===== src/hw/rtl/lrs_pkg.sv =====
package lrs_pkg;

	// Fixed field widths of the words on the ports.
	localparam int LINE_W = 64;
	localparam int CPL_W = 7;
	localparam logic [CPL_W-1:0] CPL_RESET = 7'd64;

	// Output queue geometry.
	localparam int OQ_DEPTH = 4;
	localparam int OQ_IDX_W = 2;
	localparam int OQ_CNT_W = 3;

	typedef struct packed {
		logic [LINE_W-1:0] line_cells;
		logic              frame_last;
	} in_word_t;

	typedef struct packed {
		logic [LINE_W-1:0] next_cells;
		logic              line_last;
	} out_word_t;

	// Bits one lane shows to its neighbors, already masked by the lane enable.
	typedef struct packed {
		logic up;
		logic mid;
		logic low;
	} lane_bits_t;

	// Line storage control shared by every cell.
	typedef struct packed {
		logic shift;
		logic clear;
	} cell_ctl_t;

	// Queue push requests: word a goes in ahead of word b.
	typedef struct packed {
		logic a;
		logic b;
	} oq_push_t;

endpackage


===== src/hw/rtl/life_rule_row_stencil_unit.sv =====
// Life rule row stencil unit: one generation of the B3/S23 automaton over a
// grid that arrives one line per word. Cells outside the grid are dead.
// The line channel (line_valid, line_stall, line_word) carries one grid line
// and its frame_last flag; a word is taken when line_valid is high and
// line_stall is low. The result channel (result_valid, result_stall,
// result_word) returns next-generation lines in grid order.
// The configuration channel (cfg_valid, cfg_ready, cfg_data) writes the line
// width; cfg_ready is always high and writes belong between frames.
// The first line of a frame gives no result unless it is also the last one,
// in which case it gives one word computed with dead lines above and below.
// Every later line gives the result for the line before it, and the last line
// gives a second word for itself. When the output queue is empty, an accepted
// line's first result word heads the queue in the cycle after it is taken.
// Throughput is one line per cycle while the four-entry output queue that
// follows the row of lane cells has room; it asserts line_stall while it holds
// three or more words. A stalled result word stays in place at the head of
// the queue. Reset empties the queue, clears the held lines, starts a new
// frame and sets the width to 64 cells.
module life_rule_row_stencil_unit #(
	parameter int LINE_BITS = lrs_pkg::LINE_W
) (
	input  logic                        clk,
	input  logic                        arst_n,
	input  logic                        line_valid,
	output logic                        line_stall,
	input  lrs_pkg::in_word_t           line_word,
	output logic                        result_valid,
	input  logic                        result_stall,
	output lrs_pkg::out_word_t          result_word,
	input  logic                        cfg_valid,
	output logic                        cfg_ready,
	input  logic [lrs_pkg::CPL_W-1:0]   cfg_data
);

	logic [lrs_pkg::CPL_W-1:0] cpl_q;
	logic [lrs_pkg::CPL_W-1:0] width_used;
	logic                      held_q;
	logic                      line_acc;
	logic                      queue_full;
	lrs_pkg::cell_ctl_t        ctl;
	lrs_pkg::oq_push_t         push;
	lrs_pkg::out_word_t        word_a;
	lrs_pkg::out_word_t        word_b;
	lrs_pkg::lane_bits_t       own [LINE_BITS];
	logic [LINE_BITS-1:0]      lane_en;
	logic [LINE_BITS-1:0]      res_a;
	logic [LINE_BITS-1:0]      res_b;

	// The configuration register is always ready to take a word.
	assign cfg_ready = 1'b1;

	always_ff @(posedge clk or negedge arst_n) begin
		if (!arst_n) begin
			cpl_q <= lrs_pkg::CPL_RESET;
		end else if (cfg_valid) begin
			cpl_q <= cfg_data;
		end
	end

	// Widths above the number of lanes built count as all lanes.
	assign width_used = (cpl_q > lrs_pkg::CPL_W'(LINE_BITS)) ?
	                    lrs_pkg::CPL_W'(LINE_BITS) : cpl_q;

	assign line_stall = queue_full;
	assign line_acc   = line_valid & ~line_stall;

	// A last line ends the frame and clears the held lines; any other line
	// moves down into the middle slot.
	assign ctl.shift = line_acc & ~line_word.frame_last;
	assign ctl.clear = line_acc & line_word.frame_last;

	// held_q tells whether a middle line is waiting for its lower neighbor.
	always_ff @(posedge clk or negedge arst_n) begin
		if (!arst_n) begin
			held_q <= 1'b0;
		end else if (line_acc) begin
			held_q <= ~line_word.frame_last;
		end
	end

	// One cell per lane. Each cell stores its lane's upper and middle bits and
	// trades masked bits with the cells on either side in every cycle.
	for (genvar i = 0; i < LINE_BITS; i++) begin : g_lane
		lrs_pkg::lane_bits_t nb_lo;
		lrs_pkg::lane_bits_t nb_hi;

		assign lane_en[i] = (lrs_pkg::CPL_W'(i) < width_used);

		if (i == 0) begin : g_lo_edge
			assign nb_lo = '0;
		end else begin : g_lo_link
			assign nb_lo = own[i-1];
		end

		if (i == LINE_BITS - 1) begin : g_hi_edge
			assign nb_hi = '0;
		end else begin : g_hi_link
			assign nb_hi = own[i+1];
		end

		lrs_cell u_cell (
			.clk     (clk),
			.arst_n  (arst_n),
			.ctl     (ctl),
			.lane_en (lane_en[i]),
			.in_bit  (line_word.line_cells[i]),
			.nb_lo   (nb_lo),
			.nb_hi   (nb_hi),
			.own     (own[i]),
			.res_a   (res_a[i]),
			.res_b   (res_b[i])
		);
	end

	// The middle line's result goes out only when a middle line is held.
	// With no line held the stored lines are dead, so result b is then the
	// one-line grid case with dead lines above and below.
	assign push.a = line_acc & held_q;
	assign push.b = line_acc & line_word.frame_last;

	assign word_a.next_cells = lrs_pkg::LINE_W'(res_a);
	assign word_a.line_last  = 1'b0;
	assign word_b.next_cells = lrs_pkg::LINE_W'(res_b);
	assign word_b.line_last  = 1'b1;

	lrs_out_queue u_out_queue (
		.clk        (clk),
		.arst_n     (arst_n),
		.push       (push),
		.word_a     (word_a),
		.word_b     (word_b),
		.pop        (result_valid & ~result_stall),
		.head_valid (result_valid),
		.head_word  (result_word),
		.full       (queue_full)
	);

	// A last line always leaves at least its own word in the queue.
	a_last_gives_word: assert property (@(posedge clk) disable iff (!arst_n)
		line_acc && line_word.frame_last |=> result_valid)
		else $error("last line accepted but no result word queued");

	// The line channel is held off only by queued result words.
	a_stall_needs_words: assert property (@(posedge clk) disable iff (!arst_n)
		line_stall |-> result_valid)
		else $error("line channel stalled with an empty result queue");

	// After a first line of a frame, a line is held and nothing was queued.
	a_first_line_held: assert property (@(posedge clk) disable iff (!arst_n)
		line_acc && !held_q && !line_word.frame_last && !result_valid |=>
		held_q && !result_valid)
		else $error("first line of a frame produced a result word");

endmodule


===== src/hw/rtl/lrs_cell.sv =====
module lrs_cell (
	input  logic                clk,
	input  logic                arst_n,
	input  lrs_pkg::cell_ctl_t  ctl,
	input  logic                lane_en,
	input  logic                in_bit,
	input  lrs_pkg::lane_bits_t nb_lo,
	input  lrs_pkg::lane_bits_t nb_hi,
	output lrs_pkg::lane_bits_t own,
	output logic                res_a,
	output logic                res_b
);

	logic       upper_q;
	logic       middle_q;
	logic [3:0] n_a;
	logic [3:0] n_b;

	always_ff @(posedge clk or negedge arst_n) begin
		if (!arst_n) begin
			upper_q  <= 1'b0;
			middle_q <= 1'b0;
		end else if (ctl.clear) begin
			upper_q  <= 1'b0;
			middle_q <= 1'b0;
		end else if (ctl.shift) begin
			upper_q  <= middle_q;
			middle_q <= in_bit;
		end
	end

	assign own.up  = upper_q & lane_en;
	assign own.mid = middle_q & lane_en;
	assign own.low = in_bit & lane_en;

	// Result a: the held middle line between the upper line and the new line.
	// Result b: the new line under the middle line with a dead line below.
	always_comb begin
		n_a = 4'(nb_lo.up) + 4'(own.up) + 4'(nb_hi.up)
		    + 4'(nb_lo.mid) + 4'(nb_hi.mid)
		    + 4'(nb_lo.low) + 4'(own.low) + 4'(nb_hi.low);
		n_b = 4'(nb_lo.mid) + 4'(own.mid) + 4'(nb_hi.mid)
		    + 4'(nb_lo.low) + 4'(nb_hi.low);
		res_a = lane_en & ((n_a == 4'd3) | (own.mid & (n_a == 4'd2)));
		res_b = lane_en & ((n_b == 4'd3) | (own.low & (n_b == 4'd2)));
	end

endmodule


===== src/hw/rtl/lrs_out_queue.sv =====
module lrs_out_queue (
	input  logic                clk,
	input  logic                arst_n,
	input  lrs_pkg::oq_push_t   push,
	input  lrs_pkg::out_word_t  word_a,
	input  lrs_pkg::out_word_t  word_b,
	input  logic                pop,
	output logic                head_valid,
	output lrs_pkg::out_word_t  head_word,
	output logic                full
);

	lrs_pkg::out_word_t                 mem_q [lrs_pkg::OQ_DEPTH];
	logic [lrs_pkg::OQ_IDX_W-1:0]       wr_q;
	logic [lrs_pkg::OQ_IDX_W-1:0]       rd_q;
	logic [lrs_pkg::OQ_CNT_W-1:0]       cnt_q;
	logic [lrs_pkg::OQ_CNT_W-1:0]       n_push;
	lrs_pkg::out_word_t                 first_word;

	assign n_push     = lrs_pkg::OQ_CNT_W'(push.a) + lrs_pkg::OQ_CNT_W'(push.b);
	assign first_word = push.a ? word_a : word_b;

	always_ff @(posedge clk) begin
		if (push.a | push.b) begin
			mem_q[wr_q] <= first_word;
		end
		if (push.a & push.b) begin
			mem_q[wr_q + lrs_pkg::OQ_IDX_W'(1)] <= word_b;
		end
	end

	always_ff @(posedge clk or negedge arst_n) begin
		if (!arst_n) begin
			wr_q  <= '0;
			rd_q  <= '0;
			cnt_q <= '0;
		end else begin
			wr_q  <= wr_q + lrs_pkg::OQ_IDX_W'(n_push);
			rd_q  <= rd_q + lrs_pkg::OQ_IDX_W'(pop);
			cnt_q <= cnt_q + n_push - lrs_pkg::OQ_CNT_W'(pop);
		end
	end

	assign head_valid = (cnt_q != '0);
	assign head_word  = mem_q[rd_q];
	// Room for two words must be left before another line can be taken.
	assign full = (cnt_q > lrs_pkg::OQ_CNT_W'(lrs_pkg::OQ_DEPTH - 2));

endmodule


===== config.mk =====
export PLATFORM = sky130hd
export DESIGN_NAME = life_rule_row_stencil_unit
export DESIGN_NICKNAME = d
export VERILOG_FILES = /design/src/hw/rtl/lrs_pkg.sv /design/src/hw/rtl/life_rule_row_stencil_unit.sv /design/src/hw/rtl/lrs_cell.sv /design/src/hw/rtl/lrs_out_queue.sv
export SDC_FILE = /design/constraint.sdc
export NUM_CORES = 2
export LEC_CHECK = 0
export ABC_CLOCK_PERIOD_IN_PS = 5000
export BUFFER_PORTS_ARGS = -buffer_cell sky130_fd_sc_hd__buf_2
export CORE_MARGIN = 2
export CORE_UTILIZATION = 50
export DETAILED_ROUTE_END_ITERATION = 16
export PLACE_DENSITY = 0.75
export SLEW_MARGIN = 20
export SYNTH_ARGS = -nofsm -noshare
export SYNTH_HDL_FRONTEND = slang
export SYNTH_SLANG_ARGS = --single-unit

===== constraint.sdc =====
create_clock -name clk -period 5 [get_ports clk]
set_input_delay 0.5 -clock clk [delete_from_list [all_inputs] [get_ports clk]]
set_output_delay 0.5 -clock clk [all_outputs]
set_load 0.1 [all_outputs]

==> results by group <==
Power and ir drop
  • Leak Pwr: 19.0 nW
  • Final total power: ~26 mW
  • Logic pwr share: 0.662
  • Internal: around 13 mW
  • Clk network pwr share: 0.144
  • Part of the power in registers: 0.194
  • Switching part of the total: 0.516
  • Max VDD drop: about 0.63 mV
  • Power per cell area: 637 mW/mm^2
  • P_sw: around 14 mW

Timing
  • Final Hold Viols: 0
  • Unrepaired setup endpoints after global routing: true
  • Final Skew: 0.0183 ns
  • Final period util: 0.969
  • Final setup violation count: 0
  • Max Clk Rate: a little over 0.2 GHz
  • Max-slew headroom: 0.187
  • Min cycle time layout: around 4.8 ns
  • Final Max Tran Viols: 0
  • Worst-margin pin slew: 1.22 ns
  • Setup_tns: 0 ns

CTS
  • Clock Tree Root: clkbuf_16
  • H-Tree Depth: 2
  • CTS clk-pin slew, worst paths: 0.06 ns
  • Worst-skew pair later-pin latency: between 0.6 and 0.7 ns
  • CTS Buffer Depth: 3
  • TritonCTS clock tree: built
  • Clk sinks: 403
  • CTS Buf Count: between 40 and 50

Synth
  • Post-synth EDFFs: roughly 260
  • Seq/Total Area, Yosys: 0.304
  • Top cell type's share of synthesized area: 0.206
  • Syn. warnings: 0
  • Number of synthesized register bits: 403
  • XOR/XNOR Fraction of Synth Area: 0.0244
  • Biggest area consumer among synthesized cells: edfxtp_1
  • Complex-gate fraction of the synthesized area: 0.117
  • Multiplexer share of the synthesized area: 0.0510
  • Largest family of logic cells by synthesized area: adder cells
  • Average size of a mapped cell: 9.78 sq um
  • Synthesized instance count: around 3800
  • Post-synthesis adder-cell area fraction: 0.283
  • Post-synth ARST share: 0.355
  • Synth top area cells: edfxtp_1 (21%), fa_1 (18%), ha_1 (11%)
  • Synth Cell Area: roughly 0.037 sq mm
  • Post-Synth Simple-Gate Area: 0.140
  • Post-Syn Nets: 4531
  • Cell variety after synth: slightly below 90
  • Top_reg_cell synth: edfxtp_1

Global routing
  • Largest net degree at the start of global routing: roughly 180
  • Met3 Use GR: 0.0722
  • GRT overflow: 0
  • Top Usage Layer GRT: met2
  • Gr usage total: 0.295
  • Vias in the first global route: approximately 30000
  • GRT met1 Usage: 0.380
  • Initial antenna violation count: 5
  • First-pass GRT wire length: about 170000 microns
  • Met2 GRT Util: 0.464

Critical path
  • Buffer and inverter count on the worst path: 3
  • Critical path, cell by cell: buf_4, inv_1, o21ai_2, nand2_1, xnor2_1, fa_1, xor2_1, ha_1, inv_1, fa_1, fa_1, mux2_2, a41oi_1, o21ai_0
  • Critical path arrival: 5.17 ns
  • Setup crit start kind: flop
  • Reg2Reg Depth: 14
  • Reg-to-reg endpoint: u_out_queue.mem_q[2][6]$_DFFE_PP_
  • Critical Path Most Common Cell: fa_1
  • Worst Path Max Fanout: 31
  • Slowest cell on crit path: fa_1
  • Reg2reg start: cpl_q[2]$_DFFE_PN0P_
  • Nature of the critical path endpoint: flop
  • Slowest cell delay on critical path: roughly 0.48 ns
  • Worst endpoint required time: between 5 and 6 ns
  • Flop-to-flop setup slack: about 0.15 ns
  • Family with the most delay on the worst path: adder cells
  • CP Class: flop to flop

Routing
  • Avg WL per Cell: 22.5 microns
  • DR DRC count: 0
  • Final ANT Viol Nets: 0
  • Vias post-DR: between 20000 and 30000
  • Detailed Route Iter0 Violations: 2768
  • Pre-antenna DRT Iters: 8
  • Routed WL: 112000 microns
  • Vias per cell: ~6

Hold path
  • Hold path start: line_word[47]
  • Hold WC Path Type: primary input to flop
  • Worst hold stages: 3
  • Worst Hold End: g_lane[46].u_cell.middle_q$_DFFE_PN0P_

Floorplan
  • Core box area: 0.0741 sq mm
  • IO Pins: 145
  • Height of the die: 277 microns
  • Initial core utilization: 0.503
  • DIE AREA: approximately 0.077 sq mm
  • Die W: about 280 microns
  • Row count: 100

Layout
  • Layout cells sized above 1: 0.139
  • Commonest non-fill, non-tap cell in the layout: inv_1
  • Final nets: around 4700
  • Commonest non-fill, non-tap cells in the layout: inv_1 (619), nand2_1 (376), fa_1 (330)
  • Final cell count without fillers: around 5000
  • Final Core Density: 0.560
  • Layout area overhead: 11.2%
  • Fill cells: around 6300

Placed design
  • Gpl congestion: between 0.9 and 1
  • IO Port Bufs: around 140
  • Placed cell count: 4871
  • DPL Wire Length: 80500 microns

Status
  • Status: finished, final reports clean

Flow run
  • Max_cap viols: 0
-- cells by family after synthesis --
group                    Yosys count
flip-flops                       403
XOR/XNOR                         104
buffers and inverters            775
AND/OR/NAND/NOR                 1093
adder cells (fa/ha/maj)          644
multiplexers                     106
AO/OA/AOI/OAI                    684
other                              1
-- Yosys cell counts, types with 33 or more instances --
| library cell | instances |
|---|---|
| a21oi_1 | 76 |
| buf_2 | 33 |
| clkbuf_1 | 101 |
| dfrtp_1 | 142 |
| edfxtp_1 | 256 |
| fa_1 | 330 |
| ha_1 | 314 |
| inv_1 | 619 |
| mux4_2 | 65 |
| nand2_1 | 390 |
| nand2b_1 | 130 |
| nand3_1 | 38 |
| nor2_1 | 305 |
| nor2b_1 | 37 |
| o2111ai_1 | 38 |
| o21ai_0 | 195 |
| o21bai_1 | 40 |
| o22ai_1 | 169 |
| or2_2 | 51 |
| xnor2_1 | 55 |
| xor2_1 | 49 |
-- registers in the layout (all words and copies together) (netlist names) --
name,cells
held_q,1
g_lane.u_cell.middle_q,64
u_out_queue.mem_q,260
g_lane.u_cell.upper_q,64
u_out_queue.rd_q,2
u_out_queue.wr_q,2
u_out_queue.cnt_q,3
cpl_q,7
-- power by group through the flow --
stage / Sequential (mW) / Clock, mW / Combinational [mW]
after floorplan: 4.82 / 0 / 13.3
after global placement: 5.22 / 0 / 16.5
after detailed placement: 5.24 / 0 / 17.1
after CTS: 5.19 / 3.82 / 17.3
after global routing: 5.22 / 3.93 / 19.6
final: 5.12 / 3.80 / 17.5
-- worst max-delay path by stage --
stage	startpoint	slack [ns]	to	depth (start not counted)
after floorplan	cpl_q[3]$_DFFE_PN0P_	0.36	u_out_queue.mem_q[0][4]$_DFFE_PP_	14
after global routing	cpl_q[2]$_DFFE_PN0P_	-0.03	u_out_queue.mem_q[2][6]$_DFFE_PP_	14
after detailed placement	cpl_q[1]$_DFFE_PN0P_	-0.03	u_out_queue.mem_q[1][18]$_DFFE_PP_	16
final	cpl_q[2]$_DFFE_PN0P_	0.15	u_out_queue.mem_q[2][6]$_DFFE_PP_	14
after CTS	cpl_q[6]$_DFFE_PN1P_	0.01	u_out_queue.mem_q[0][48]$_DFFE_PP_	15
after global placement	cpl_q[4]$_DFFE_PN0P_	-0.01	u_out_queue.mem_q[0][15]$_DFFE_PP_	14
-- what timing repair did --
action,in CTS,in global routing
gates cloned,0,0
resized for setup,2,41
endpoints found under the setup margin,9,153
pin swaps,0,3
hold buffers,1,0
endpoints found under the hold margin,13,0
buffers inserted,0,8
-- tightest hold or removal path, cell delays in order --
cell and delay (ns):
buf_2 0.11, nand2b_1 0.06, o21ai_0 0.06
-- stage by stage --
| stage | hold WS [ns] | worst slack, ns | instance area (sq um) |
|---|---|---|---|
| 6_report | 0.163 | 0.154 | 41500 |
| 5_1_grt | 0.165 | -0.0312 | 41500 |
| 4_1_cts | 0.143 | 0.0143 | 41200 |
| 3_5_place_dp | 0.455 | -0.0276 | 39500 |
| 3_3_place_gp | 0.447 | -0.0146 | 39500 |
| 2_1_floorplan | 0.204 | 0.360 | 37300 |
-- layer usage --
layer | up-vias | wire length, microns
li1 | 13207 | -
met1 | 14510 | 42500
met2 | 1616 | 50400
met3 | 383 | 12300
met4 | 4 | 6610
met5 | - | 27
-- cell type report --
type                       instances  area (sq um)  share of cell area
tap                              969          1210              0.0292
timing repair buffer             256          1720              0.0416
inverter                         621          2330              0.0562
antenna                            1          2.50           0.0000604
sequential                       403         11400               0.274
clock inverter                    24           293             0.00706
multi-input combinational       2632         23200               0.559
clock buffer                      68          1380              0.0333
Note: power is estimated with default switching activity, not from simulation.
